==> src/design/i2c_eeprom_master_macros.svh <==
// Assertion macros for the I2C EEPROM master.
// Included by the modules that check their own logic.
`ifndef I2C_EEPROM_MASTER_MACROS_SVH
`define I2C_EEPROM_MASTER_MACROS_SVH
`ifndef SYNTH
`define ASSERT_IMPL(label, clk, rstn, prop) \
    label: assert property (@(posedge clk) disable iff (!rstn) prop) else $error("%m: label");
`define ASSERT_NEVER(label, clk, rstn, expr) \
    label: assert property (@(posedge clk) disable iff (!rstn) !(expr)) else $error("%m: label");
`else
`define ASSERT_IMPL(label, clk, rstn, prop)
`define ASSERT_NEVER(label, clk, rstn, expr)
`endif
`endif

==> src/design/i2cm_pkg.sv <==
`timescale 1ns / 1ps
// Shared types and constants for the I2C EEPROM master.
// No dependencies.
package i2cm_pkg;
    localparam int PHASE_COUNT_BITS_DEF = 16;
    localparam logic [6:0] DEV_ADDR_RESET = 7'd80;
    localparam logic [15:0] TPP_RESET = 16'd1;
    localparam logic CFG_DEV_ADDR = 1'b0;
    localparam logic CFG_TPP = 1'b1;
    localparam logic [7:0] CTRL_W_MASK = 8'hfe;

    typedef struct packed {
        logic       op;
        logic       is_read;
        logic       first_byte;
        logic       last_byte;
        logic [15:0] mem_addr;
        logic [7:0] wdata;
        logic       scl_in;
        logic       sda_in;
    } item_t;

    typedef struct packed {
        logic       scl_drive;
        logic       sda_drive;
        logic [7:0] rdata;
        logic       rdata_valid;
        logic       ready_res;
        logic       bus_busy_error;
        logic       transfer_done;
    } result_t;
endpackage

==> src/design/i2cm_front.sv <==
`timescale 1ns / 1ps
// Input side: skid queue of two entries that accepts and holds items.
// Depends on i2cm_pkg.
module i2cm_front (
    input  logic            aclk,
    input  logic            aresetn,
    input  logic            in_valid,
    output logic            in_ready,
    input  i2cm_pkg::item_t in_item,
    output logic            q_valid,
    input  logic            q_ready,
    output i2cm_pkg::item_t q_item
);
    import i2cm_pkg::*;
    item_t mem_reg [2];
    logic  wp_reg, rp_reg;
    logic [1:0] cnt_reg;
    logic push, pop;
    assign in_ready = cnt_reg != 2'd2;
    assign q_valid = cnt_reg != 2'd0;
    assign q_item = mem_reg[rp_reg];
    assign push = in_valid && in_ready;
    assign pop = q_valid && q_ready;
    always_ff @(posedge aclk) begin
        if (push) mem_reg[wp_reg] <= in_item;
        if (!aresetn) begin
            wp_reg <= 1'b0;
            rp_reg <= 1'b0;
            cnt_reg <= 2'd0;
        end else begin
            if (push) wp_reg <= ~wp_reg;
            if (pop) rp_reg <= ~rp_reg;
            cnt_reg <= cnt_reg + {1'b0, push} - {1'b0, pop};
        end
    end
`include "i2c_eeprom_master_macros.svh"
    `ASSERT_NEVER(a_no_overflow, aclk, aresetn, cnt_reg == 2'd3)
    `ASSERT_IMPL(a_count_up, aclk, aresetn, (push && !pop) |=> cnt_reg == $past(cnt_reg) + 2'd1)
    `ASSERT_IMPL(a_pop_nonempty, aclk, aresetn, pop |-> cnt_reg != 2'd0)
endmodule

==> src/design/i2cm_back.sv <==
`timescale 1ns / 1ps
// Sequencer: runs one queued item per cycle into an output register, stalled while that holds an unread result.
// Depends on i2cm_pkg.
module i2cm_back #(
    parameter int PHASE_COUNT_BITS = i2cm_pkg::PHASE_COUNT_BITS_DEF
) (
    input  logic              aclk,
    input  logic              aresetn,
    input  logic              q_valid,
    output logic              q_ready,
    input  i2cm_pkg::item_t   q_item,
    input  logic              cfg_we,
    input  logic              cfg_index,
    input  logic [15:0]       cfg_wdata,
    output logic              out_valid,
    input  logic              out_ready,
    output i2cm_pkg::result_t out_res
);
    import i2cm_pkg::*;
    localparam logic [3:0] S_IDLE = 4'd0, S_FREE = 4'd1, S_START = 4'd2, S_CTRLW = 4'd3,
        S_ADDRH = 4'd4, S_ADDRL = 4'd5, S_DATA = 4'd6, S_WAIT = 4'd7, S_RSTART = 4'd8,
        S_CTRLR = 4'd9, S_RX = 4'd10, S_STOP = 4'd11;
    localparam int PCW = PHASE_COUNT_BITS;
    localparam int CW = (PCW > 16) ? PCW : 16;

    logic [6:0] dev_reg;
    logic [15:0] tpp_reg;
    logic [3:0] st_reg, st_next;
    logic [PCW-1:0] pc_reg, pc_next, pc_inc;
    logic [1:0] qp_reg, qp_next;
    logic [3:0] bc_reg, bc_next;
    logic [7:0] sh_reg, sh_next;
    logic [15:0] al_reg, al_next;
    logic rm_reg, rm_next, fp_reg, fp_next;
    logic ov_reg;
    result_t res_reg, res_next;
    logic take, step, is_tx, clk_hi;
    logic [7:0] txv;
    logic [1:0] q;

    assign q_ready = !ov_reg || out_ready;
    assign take = q_valid && q_ready;
    assign out_valid = ov_reg;
    assign out_res = res_reg;
    assign pc_inc = pc_reg + {{(PCW-1){1'b0}}, 1'b1};
    assign is_tx = st_reg == S_CTRLW || st_reg == S_ADDRH || st_reg == S_ADDRL ||
                   st_reg == S_DATA || st_reg == S_CTRLR;

    always_comb begin
        st_next = st_reg; pc_next = pc_reg; qp_next = qp_reg; bc_next = bc_reg;
        sh_next = sh_reg; al_next = al_reg; rm_next = rm_reg; fp_next = fp_reg;
        res_next = '0;
        step = 1'b0;
        q = qp_reg;
        if (q_item.op) begin
            if (st_reg == S_IDLE && q_item.first_byte) begin
                rm_next = q_item.is_read; al_next = q_item.mem_addr;
                sh_next = q_item.wdata; fp_next = q_item.last_byte;
                st_next = S_FREE; qp_next = '0; bc_next = '0; pc_next = '0;
            end else if (st_reg == S_WAIT && !q_item.first_byte) begin
                fp_next = q_item.last_byte;
                sh_next = rm_reg ? 8'h00 : q_item.wdata;
                st_next = rm_reg ? S_RX : S_DATA;
                qp_next = '0; bc_next = '0; pc_next = '0;
            end
        end else if (st_reg != S_IDLE && st_reg != S_WAIT) begin
            if (pc_inc == '0 || CW'(pc_inc) >= CW'(tpp_reg)) begin
                pc_next = '0;
                step = 1'b1;
            end else begin
                pc_next = pc_inc;
            end
        end
        if (step) begin
            case (st_reg)
                S_FREE: begin
                    if (q == 2'd0) qp_next = 2'd1;
                    else begin
                        st_next = (q_item.scl_in && q_item.sda_in) ? S_START : S_IDLE;
                        res_next.bus_busy_error = !(q_item.scl_in && q_item.sda_in);
                        qp_next = '0; bc_next = '0;
                    end
                end
                S_START: begin
                    if (q >= 2'd2) begin st_next = S_CTRLW; qp_next = '0; bc_next = '0; end
                    else qp_next = q + 2'd1;
                end
                S_RSTART: begin
                    if (q == 2'd3) begin st_next = S_CTRLR; qp_next = '0; bc_next = '0; end
                    else qp_next = q + 2'd1;
                end
                S_STOP: begin
                    if (q == 2'd3) begin
                        st_next = S_IDLE; qp_next = '0; bc_next = '0;
                        res_next.transfer_done = 1'b1;
                    end else qp_next = q + 2'd1;
                end
                S_RX: begin
                    if (bc_reg < 4'd8 && q == 2'd2) sh_next = {sh_reg[6:0], q_item.sda_in};
                    if (q != 2'd3) qp_next = q + 2'd1;
                    else if (bc_reg < 4'd8) begin
                        bc_next = bc_reg + 4'd1; qp_next = '0;
                        if (bc_reg == 4'd7) begin
                            res_next.rdata = sh_reg;
                            res_next.rdata_valid = 1'b1;
                        end
                    end else begin
                        st_next = fp_reg ? S_STOP : S_WAIT; qp_next = '0; bc_next = '0;
                    end
                end
                default: begin
                    if (is_tx) begin
                        if (bc_reg >= 4'd8 && q == 2'd2 && q_item.sda_in) begin
                            // hold for ACK
                        end else if (q != 2'd3) qp_next = q + 2'd1;
                        else if (bc_reg < 4'd8) begin
                            bc_next = bc_reg + 4'd1; qp_next = '0;
                        end else begin
                            qp_next = '0; bc_next = '0;
                            case (st_reg)
                                S_CTRLW: st_next = S_ADDRH;
                                S_ADDRH: st_next = S_ADDRL;
                                S_ADDRL: st_next = rm_reg ? S_RSTART : S_DATA;
                                S_CTRLR: begin sh_next = 8'h00; st_next = S_RX; end
                                default: st_next = fp_reg ? S_STOP : S_WAIT;
                            endcase
                        end
                    end else begin
                        st_next = S_IDLE; qp_next = '0; bc_next = '0;
                    end
                end
            endcase
        end
        // line drives from the next state
        clk_hi = qp_next == 2'd1 || qp_next == 2'd2;
        case (st_next)
            S_CTRLW: txv = {dev_reg, 1'b0} & CTRL_W_MASK;
            S_CTRLR: txv = ({dev_reg, 1'b0} & CTRL_W_MASK) | 8'h01;
            S_ADDRH: txv = al_next[15:8];
            S_ADDRL: txv = al_next[7:0];
            default: txv = sh_next;
        endcase
        res_next.scl_drive = 1'b1;
        res_next.sda_drive = 1'b1;
        case (st_next)
            S_START: begin
                res_next.scl_drive = qp_next <= 2'd1;
                res_next.sda_drive = qp_next == 2'd0;
            end
            S_RSTART: begin
                res_next.scl_drive = clk_hi;
                res_next.sda_drive = qp_next <= 2'd1;
            end
            S_WAIT: res_next.scl_drive = 1'b0;
            S_RX: begin
                res_next.scl_drive = clk_hi;
                if (bc_next >= 4'd8) res_next.sda_drive = fp_next;
            end
            S_STOP: begin
                res_next.scl_drive = qp_next >= 2'd2;
                res_next.sda_drive = qp_next == 2'd0 || qp_next == 2'd3;
            end
            S_CTRLW, S_CTRLR, S_ADDRH, S_ADDRL, S_DATA: begin
                res_next.scl_drive = clk_hi;
                res_next.sda_drive = (bc_next < 4'd8) ? txv[3'd7 - bc_next[2:0]] : 1'b1;
            end
            default: ;
        endcase
        res_next.ready_res = st_next == S_IDLE || st_next == S_WAIT;
    end

    always_ff @(posedge aclk) begin
        if (!aresetn) begin
            dev_reg <= DEV_ADDR_RESET;
            tpp_reg <= TPP_RESET;
            st_reg <= S_IDLE;
            ov_reg <= 1'b0;
            pc_reg <= '0; qp_reg <= '0; bc_reg <= '0; sh_reg <= '0;
            al_reg <= '0; rm_reg <= 1'b0; fp_reg <= 1'b0;
        end else begin
            if (cfg_we && cfg_index == CFG_DEV_ADDR) dev_reg <= cfg_wdata[6:0];
            if (cfg_we && cfg_index == CFG_TPP) tpp_reg <= cfg_wdata;
            if (take) begin
                st_reg <= st_next;
                res_reg <= res_next;
                pc_reg <= pc_next; qp_reg <= qp_next; bc_reg <= bc_next;
                sh_reg <= sh_next; al_reg <= al_next; rm_reg <= rm_next; fp_reg <= fp_next;
            end
            if (take) ov_reg <= 1'b1;
            else if (out_ready) ov_reg <= 1'b0;
        end
    end
`include "i2c_eeprom_master_macros.svh"
    `ASSERT_NEVER(a_bad_state, aclk, aresetn, st_reg > S_STOP)
    `ASSERT_NEVER(a_bitcnt, aclk, aresetn, bc_reg > 4'd8)
    `ASSERT_IMPL(a_hold_out, aclk, aresetn, (ov_reg && !out_ready) |=> $stable(res_reg))
endmodule

==> src/design/i2c_eeprom_master.sv <==
`timescale 1ns / 1ps
// I2C EEPROM master, 16-bit memory address, sequential read and write.
// Every input item (tick or byte request) gives exactly one result,
// registered in the queue entry, then in the sequencer; one item is taken
// per clock while no result waits unread, by the phase sequencer behind a
// two-entry input queue. Results sit in an output register; while a
// result waits, the queue takes up to two more items, then the input stalls.
// Config index 0 is the device address, index 1 the ticks per quarter-bit
// phase; write only while idle.
module i2c_eeprom_master #(
    parameter int PHASE_COUNT_BITS = i2cm_pkg::PHASE_COUNT_BITS_DEF
) (
    input  logic        aclk,
    input  logic        aresetn,
    input  logic        s_valid,
    output logic        s_ready,
    input  logic        s_op,
    input  logic        s_is_read,
    input  logic        s_first_byte,
    input  logic        s_last_byte,
    input  logic [15:0] s_mem_addr,
    input  logic [7:0]  s_wdata,
    input  logic        s_scl_in,
    input  logic        s_sda_in,
    input  logic        cfg_we,
    input  logic        cfg_index,
    input  logic [15:0] cfg_wdata,
    output logic        m_valid,
    input  logic        m_ready,
    output logic        m_scl_drive,
    output logic        m_sda_drive,
    output logic [7:0]  m_rdata,
    output logic        m_rdata_valid,
    output logic        m_ready_res,
    output logic        m_bus_busy_error,
    output logic        m_transfer_done
);
    import i2cm_pkg::*;
    item_t in_item, q_item;
    result_t res;
    logic q_valid, q_ready;
    assign in_item = '{op: s_op, is_read: s_is_read, first_byte: s_first_byte,
        last_byte: s_last_byte, mem_addr: s_mem_addr, wdata: s_wdata,
        scl_in: s_scl_in, sda_in: s_sda_in};
    i2cm_front u_front (.aclk, .aresetn, .in_valid(s_valid), .in_ready(s_ready),
        .in_item, .q_valid, .q_ready, .q_item);
    i2cm_back #(.PHASE_COUNT_BITS(PHASE_COUNT_BITS)) u_back (.aclk, .aresetn,
        .q_valid, .q_ready, .q_item, .cfg_we, .cfg_index, .cfg_wdata,
        .out_valid(m_valid), .out_ready(m_ready), .out_res(res));
    assign m_scl_drive = res.scl_drive;
    assign m_sda_drive = res.sda_drive;
    assign m_rdata = res.rdata;
    assign m_rdata_valid = res.rdata_valid;
    assign m_ready_res = res.ready_res;
    assign m_bus_busy_error = res.bus_busy_error;
    assign m_transfer_done = res.transfer_done;
endmodule
==> config.mk <==
export PLATFORM = sky130hd
export DESIGN_NAME = i2c_eeprom_master
export DESIGN_NICKNAME = d
export VERILOG_FILES = /design/src/design/i2cm_pkg.sv /design/src/design/i2cm_front.sv /design/src/design/i2cm_back.sv /design/src/design/i2c_eeprom_master.sv
export VERILOG_INCLUDE_DIRS = /design/src /design/src/design
export SDC_FILE = /design/constraint.sdc
export NUM_CORES = 1
export LEC_CHECK = 0
export BUFFER_PORTS_ARGS = -buffer_cell sky130_fd_sc_hd__buf_2
export CAP_MARGIN = 20
export CORE_MARGIN = 1
export CORE_UTILIZATION = 50
export CTS_CLUSTER_DIAMETER = 100
export DETAILED_ROUTE_END_ITERATION = 8
export MAX_ROUTING_LAYER = met4
export PLACE_DENSITY = 0.68
export SYNTH_ARGS = -nofsm -noshare
export SYNTH_HDL_FRONTEND = slang
export SYNTH_HIERARCHICAL = 1
export SYNTH_SLANG_ARGS = --single-unit
==> constraint.sdc <==
create_clock -name aclk -period 5.23 [get_ports aclk]
set_input_delay 1.569 -clock aclk [delete_from_list [all_inputs] [get_ports aclk]]
set_output_delay 1.569 -clock aclk [all_outputs]
set_load 0.05 [all_outputs]
=== Word level (Yosys, flattened, before mapping) ===
Memories as Yosys holds them, arrays and structs flattened. A register that Yosys moved wholly into a read port is not among the register bits.
Cells that the tools add are included.

* Register bits after elaboration: 94
* Memory bits (writable): 60
* Output and inout port bits: 16
* Logic and storage cells: 202
* Memories: 1

* Add/subtract/negate cells: 6
* $lt $le $gt $ge: 9
* Equal/unequal tests: 31
* Multiplexer cells: 83
* Bitwise operators: 8
* Reductions and logical operators: 43

{| class="wikitable"
|+ Memories
! name !! words !! bits a word !! read ports !! clocked after memory_dff !! write ports !! line !! RTL
|-
| u_front.mem_reg || 2 || 30 || 1 || 1 || 1 || i2cm_front.sv:15 || <nowiki>item_t mem_reg [2];</nowiki>
|}

{| class="wikitable"
|+ Operator list
! kind !! number
|-
| 16-bit 2-to-1 mux || 7
|-
| 4-bit 2-to-1 mux || 28
|-
| 8-bit 2-to-1 mux || 11
|-
| 4-bit by 3-bit equality test with 1-bit output, second input constant || 9
|-
| 4-bit equality test, second input constant || 8
|-
| 4-bit one-hot mux with 4 select lines || 2
|-
| 8-bit one-hot mux with 4 select lines || 1
|-
| 2-bit 2-to-1 mux || 10
|-
| 4-bit one-hot mux with 5 select lines || 1
|-
| 1-bit 2-to-1 mux || 18
|-
| 16-bit by 1-bit adder with 16-bit output, second input constant || 1
|-
| 4-bit by 2-bit equality test with 1-bit output, second input constant || 4
|-
| 16-bit >= comparator || 1
|-
| 16-bit logical NOT || 1
|-
| 8-bit one-hot mux with 2 select lines || 1
|-
| 1-bit logical AND || 11
|-
| 5-bit OR reduction || 2
|-
| 1-bit logical OR || 9
|-
| 2-bit equality test, second input constant || 4
|-
| 4-bit >= comparator, second input constant || 2
|-
| 4-bit logical NOT || 2
|-
| 4-bit less-than comparator, second input constant || 2
|-
| 1-bit NOT || 8
|-
| 2-bit one-hot mux with 4 select lines || 1
|-
| 26 further kinds || 36
|}

=== Longest topological paths before layout ===
* Depth after elaboration: 17
* Mapped depth: 23
* Depth with buffers taken out: 19

=== By module ===
Netlist, hierarchy kept.

{| class="wikitable"
|+ Modules (own cells, without submodules)
! module !! times used !! cells an instance !! area an instance (um^2) !! seq. area each (um^2)
|-
| i2cm_back || 1 || 806 || 6468.7 || 1941.9
|-
| i2cm_front || 1 || 117 || 2408.6 || 1901.8
|}

=== Worst setup path before layout ===
OpenSTA, ideal clock, no wires.

* Path type: reg2reg
* Start: reg u_back.pc_reg[0]
* End: reg u_back.res_reg, in the netlist u_back/out_res[13], data pin
* Arrival time: 4.292 ns
* Path slack: 0.675 ns
* Cell stages (with the launch flop): 24
* Buffers on the path: 4
* Cell sequence: dfxtp_1 ha_1 buf_2 nand4_1 or4_4 buf_6 nor2_1 xor2_1 ha_1 and4_1 o221ai_1 a21o_1 o211ai_2 and2_4 buf_12 buf_2 o21ai_0 a32oi_1 inv_1 ha_1 nand3b_1 a21oi_1 nor3_1 a2111o_1

{| class="wikitable"
|+ RTL lines
! element !! line !! RTL
|-
| from (decl) || i2cm_back.sv:29 || <nowiki>logic [PCW-1:0] pc_reg, pc_next, pc_inc;</nowiki>
|-
| from (signal assigned) || i2cm_back.sv:186 || <nowiki>pc_reg <= pc_next; qp_reg <= qp_next; bc_reg <= bc_next;</nowiki>
|-
| to (signal assigned) || i2cm_back.sv:185 || <nowiki>res_reg <= res_next;</nowiki>
|-
| to (decl) || i2cm_back.sv:36 || <nowiki>result_t res_reg, res_next;</nowiki>
|}

==> impl_metrics.py <==
metrics = {
    "sta": {
        "period_needed_ns": 4.79,
        "max_freq_mhz": 209,
        "relSlewSlack_pct": 45.1,
        "worst_pin_slew_ns": 0.824,
        "rsz0062_at_grt": "false",
        "fin_tns_setup_ns": 0,
        "hold_violations": 0,
        "drv_slew": 0,
        "period_share_pct": 91.7,
        "finClkSkew_ns": 0.0150,
        "setup_viol": 0,
    },
    "yosys": {
        "syn_nets": 1003,
        "ys_types": 90,
        "yosysTopAreaCell": "edfxtp_1",
        "yosysSeqAreaShare_pct": 43.3,
        "syn_inst": 923,
        "synth_edf_count": 74,
        "ys_ff_latch": 155,
        "ys_async_sr_fraction_pct": 0,
        "synth.top_cell.area_share_pct": 25.0,
        "synthTopCellsByCount": "nand2_1, dfxtp_1, edfxtp_1, a21boi_0, mux2_2",
        "synth.avg_cell_area_sq_um": 9.62,
        "yosysWarnings": 6,
        "syn_area_sq_mm": 0.00888,
        "synth.area.top_cells": "edfxtp_1, dfxtp_1, nand2_1",
        "synth_most_common_cell": "nand2_1",
        "ys.flop_type": "dfxtp_1",
    },
    "clock_network": {
        "cts_tree": "built",
        "cts_root_buffer": "clkbuf_16",
        "cts_resized": 0,
        "post-cts-setup-buffers": 0,
        "clock_path_buffers": 2,
        "clk_latency_ns": 0.42,
        "clk_pin_slew_ns": 0.06,
        "clock-sinks": 155,
        "hold_buffers": 0,
        "htreeDepth": 4,
        "numCtsBuffers": 17,
    },
    "place": {
        "numPortBuffers": 67,
        "routabilityCongestion": 0.962,
        "hpwlAfterDp_microns": 14500,
    },
    "flow_run": {
        "drv_cap": 0,
    },
    "routing": {
        "wirelength_microns": 20500,
        "wl_per_cell_microns": 17.0,
        "postRouteAntennaNets": 0,
        "detail_route.vias_per_cell": 5.76,
        "vias": 6942,
        "drc_errors": 0,
        "drt_iter0_drc": 590,
        "firstDrtPassIters": 7,
    },
    "final_layout": {
        "nets": 1048,
        "largest_reg_flops": 60,
        "syn_to_final_growth_pct": 11.3,
        "drive_gt1_share_pct": 19.5,
        "num_antenna_cells": 0,
    },
    "setup_path": {
        "crit_arrival_ns": 4.96,
        "cp.required_ns": 5.39,
        "cp-start-kind": "flop",
        "crit_path_end_kind": "flop",
        "worst-path-max-fanout": 20,
        "crit_type": "reg -> reg",
    },
    "die": {
        "die_area_sq_mm": 0.0183,
        "rows": 48,
        "core-area_sq_mm": 0.0173,
        "chipHeight_microns": 135,
        "start_util_pct": 51.3,
        "io_pins": 68,
        "die_w_microns": 135,
    },
    "power_and_ir_drop": {
        "ir_worst_vdd_v": 0.000238,
        "finalPower_uw": 4060,
        "cellPowerDensity_mw_per_mm2": 411,
        "p_leak_uw": 0.00377,
    },
    "grt": {
        "grt_max_degree": 83,
        "antenna_found_initial": 0,
        "grt_pass1_wl_microns": 32600,
        "grt_pass1_vias": 6224,
        "track_usage_pct": 23.6,
        "grt_overflow": 0,
    },
    "outcome": {
        "status": "completed",
    },
    "min_path": {
        "hold_class": "reg -> reg",
    },
}
cell type report:
type	count	area (sq um)
fill	1547	7420
multi-input combinational	674	4590
sequential	155	3840
timing repair buffer	83	455
clock buffer	18	439
tap	225	282
inverter	37	139
clock inverter	14	134
through the flow:
stage	instances	setup WS [ns]	area [sq um]	hold slack, ns	utilization [%]
after floorplan	923	0.675	8880	0.440	-
after global placement	1174	0.594	9310	0.448	53.8
after detailed placement	1174	0.522	9310	0.454	53.8
after CTS	1206	0.479	9880	0.463	57.1
after global routing	1206	0.0749	9880	0.489	57.1
final	1206	0.436	9880	0.461	57.1
metal layers:
layer	track usage (%)	up-vias	share of wire (%)
met5	-	-	0
met4	6.80	0	1.4
met3	4.12	21	5.0
met2	35.8	214	46
met1	32.2	3293	47
li1	-	3414	-
placed cells by master (no fill, tap or decap), types with 6 or more instances in the layout:
master	count
inv_6	6
nand3_1	16
dfxtp_1	81
inv_1	35
nor2_1	38
o211ai_1	6
a21oi_1	33
and2_1	25
o21ai_0	30
nor2b_1	20
nand4_1	9
a22oi_1	19
a21boi_0	42
and3_1	8
xor2_1	7
mux2i_1	13
o211a_1	14
a21o_1	7
buf_2	67
buf_4	16
ha_1	28
edfxtp_1	74
nand2b_1	15
nor3_1	15
clkbuf_16	17
nand2_1	154
xnor2_1	17
mux2_2	41
a31oi_1	11
worst paths after layout:
path / cells after the start / to / from / slack [ns]
setup / recovery: 19 / u_back/out_res[13]$_DFFE_PP_ / u_back/pc_reg[0]$_SDFFE_PN0P_ / 0.44
hold / removal: 2 / u_back/al_reg[14]$_SDFFE_PN0P_ / u_back/al_reg[14]$_SDFFE_PN0P_ / 0.46
setup reg to reg: 19 / u_back/out_res[13]$_DFFE_PP_ / u_back/pc_reg[0]$_SDFFE_PN0P_ / 0.44
hold reg to reg: 2 / u_back/al_reg[14]$_SDFFE_PN0P_ / u_back/al_reg[14]$_SDFFE_PN0P_ / 0.46
report_power, final:
| part | switching (uW) | internal [uW] |
|---|---|---|
| Clock | 514 | 680 |
| Combinational | 787 | 490 |
| Sequential | 126 | 1460 |
cells by family after synthesis:
family	after synthesis	share of synthesized area [%]
AOI/OAI and AO/OA	223	18.8
xor gates and xnor gates	24	2.37
adders and majority gates	28	3.95
buffers and inverters	94	5.06
DFF	155	43.3
muxes	56	7.08
and+or+nand+nor	343	19.4
worst max-delay path: stages, from the launching register on:
cell	delay (ns)
dfxtp_1	0.44
ha_1	0.33
nand4_1	0.23
or4_4	0.52
nor2_1	0.15
xor2_1	0.09
ha_1	0.30
and4_1	0.18
o221ai_1	0.11
a21o_1	0.18
o211ai_2	0.09
and2_4	0.36
o21ai_0	0.14
a32oi_1	0.36
inv_1	0.08
ha_1	0.22
nand3b_1	0.17
a21oi_1	0.15
nor3_1	0.06
a2111o_1	0.39
(Power assumes the default switching activity.)
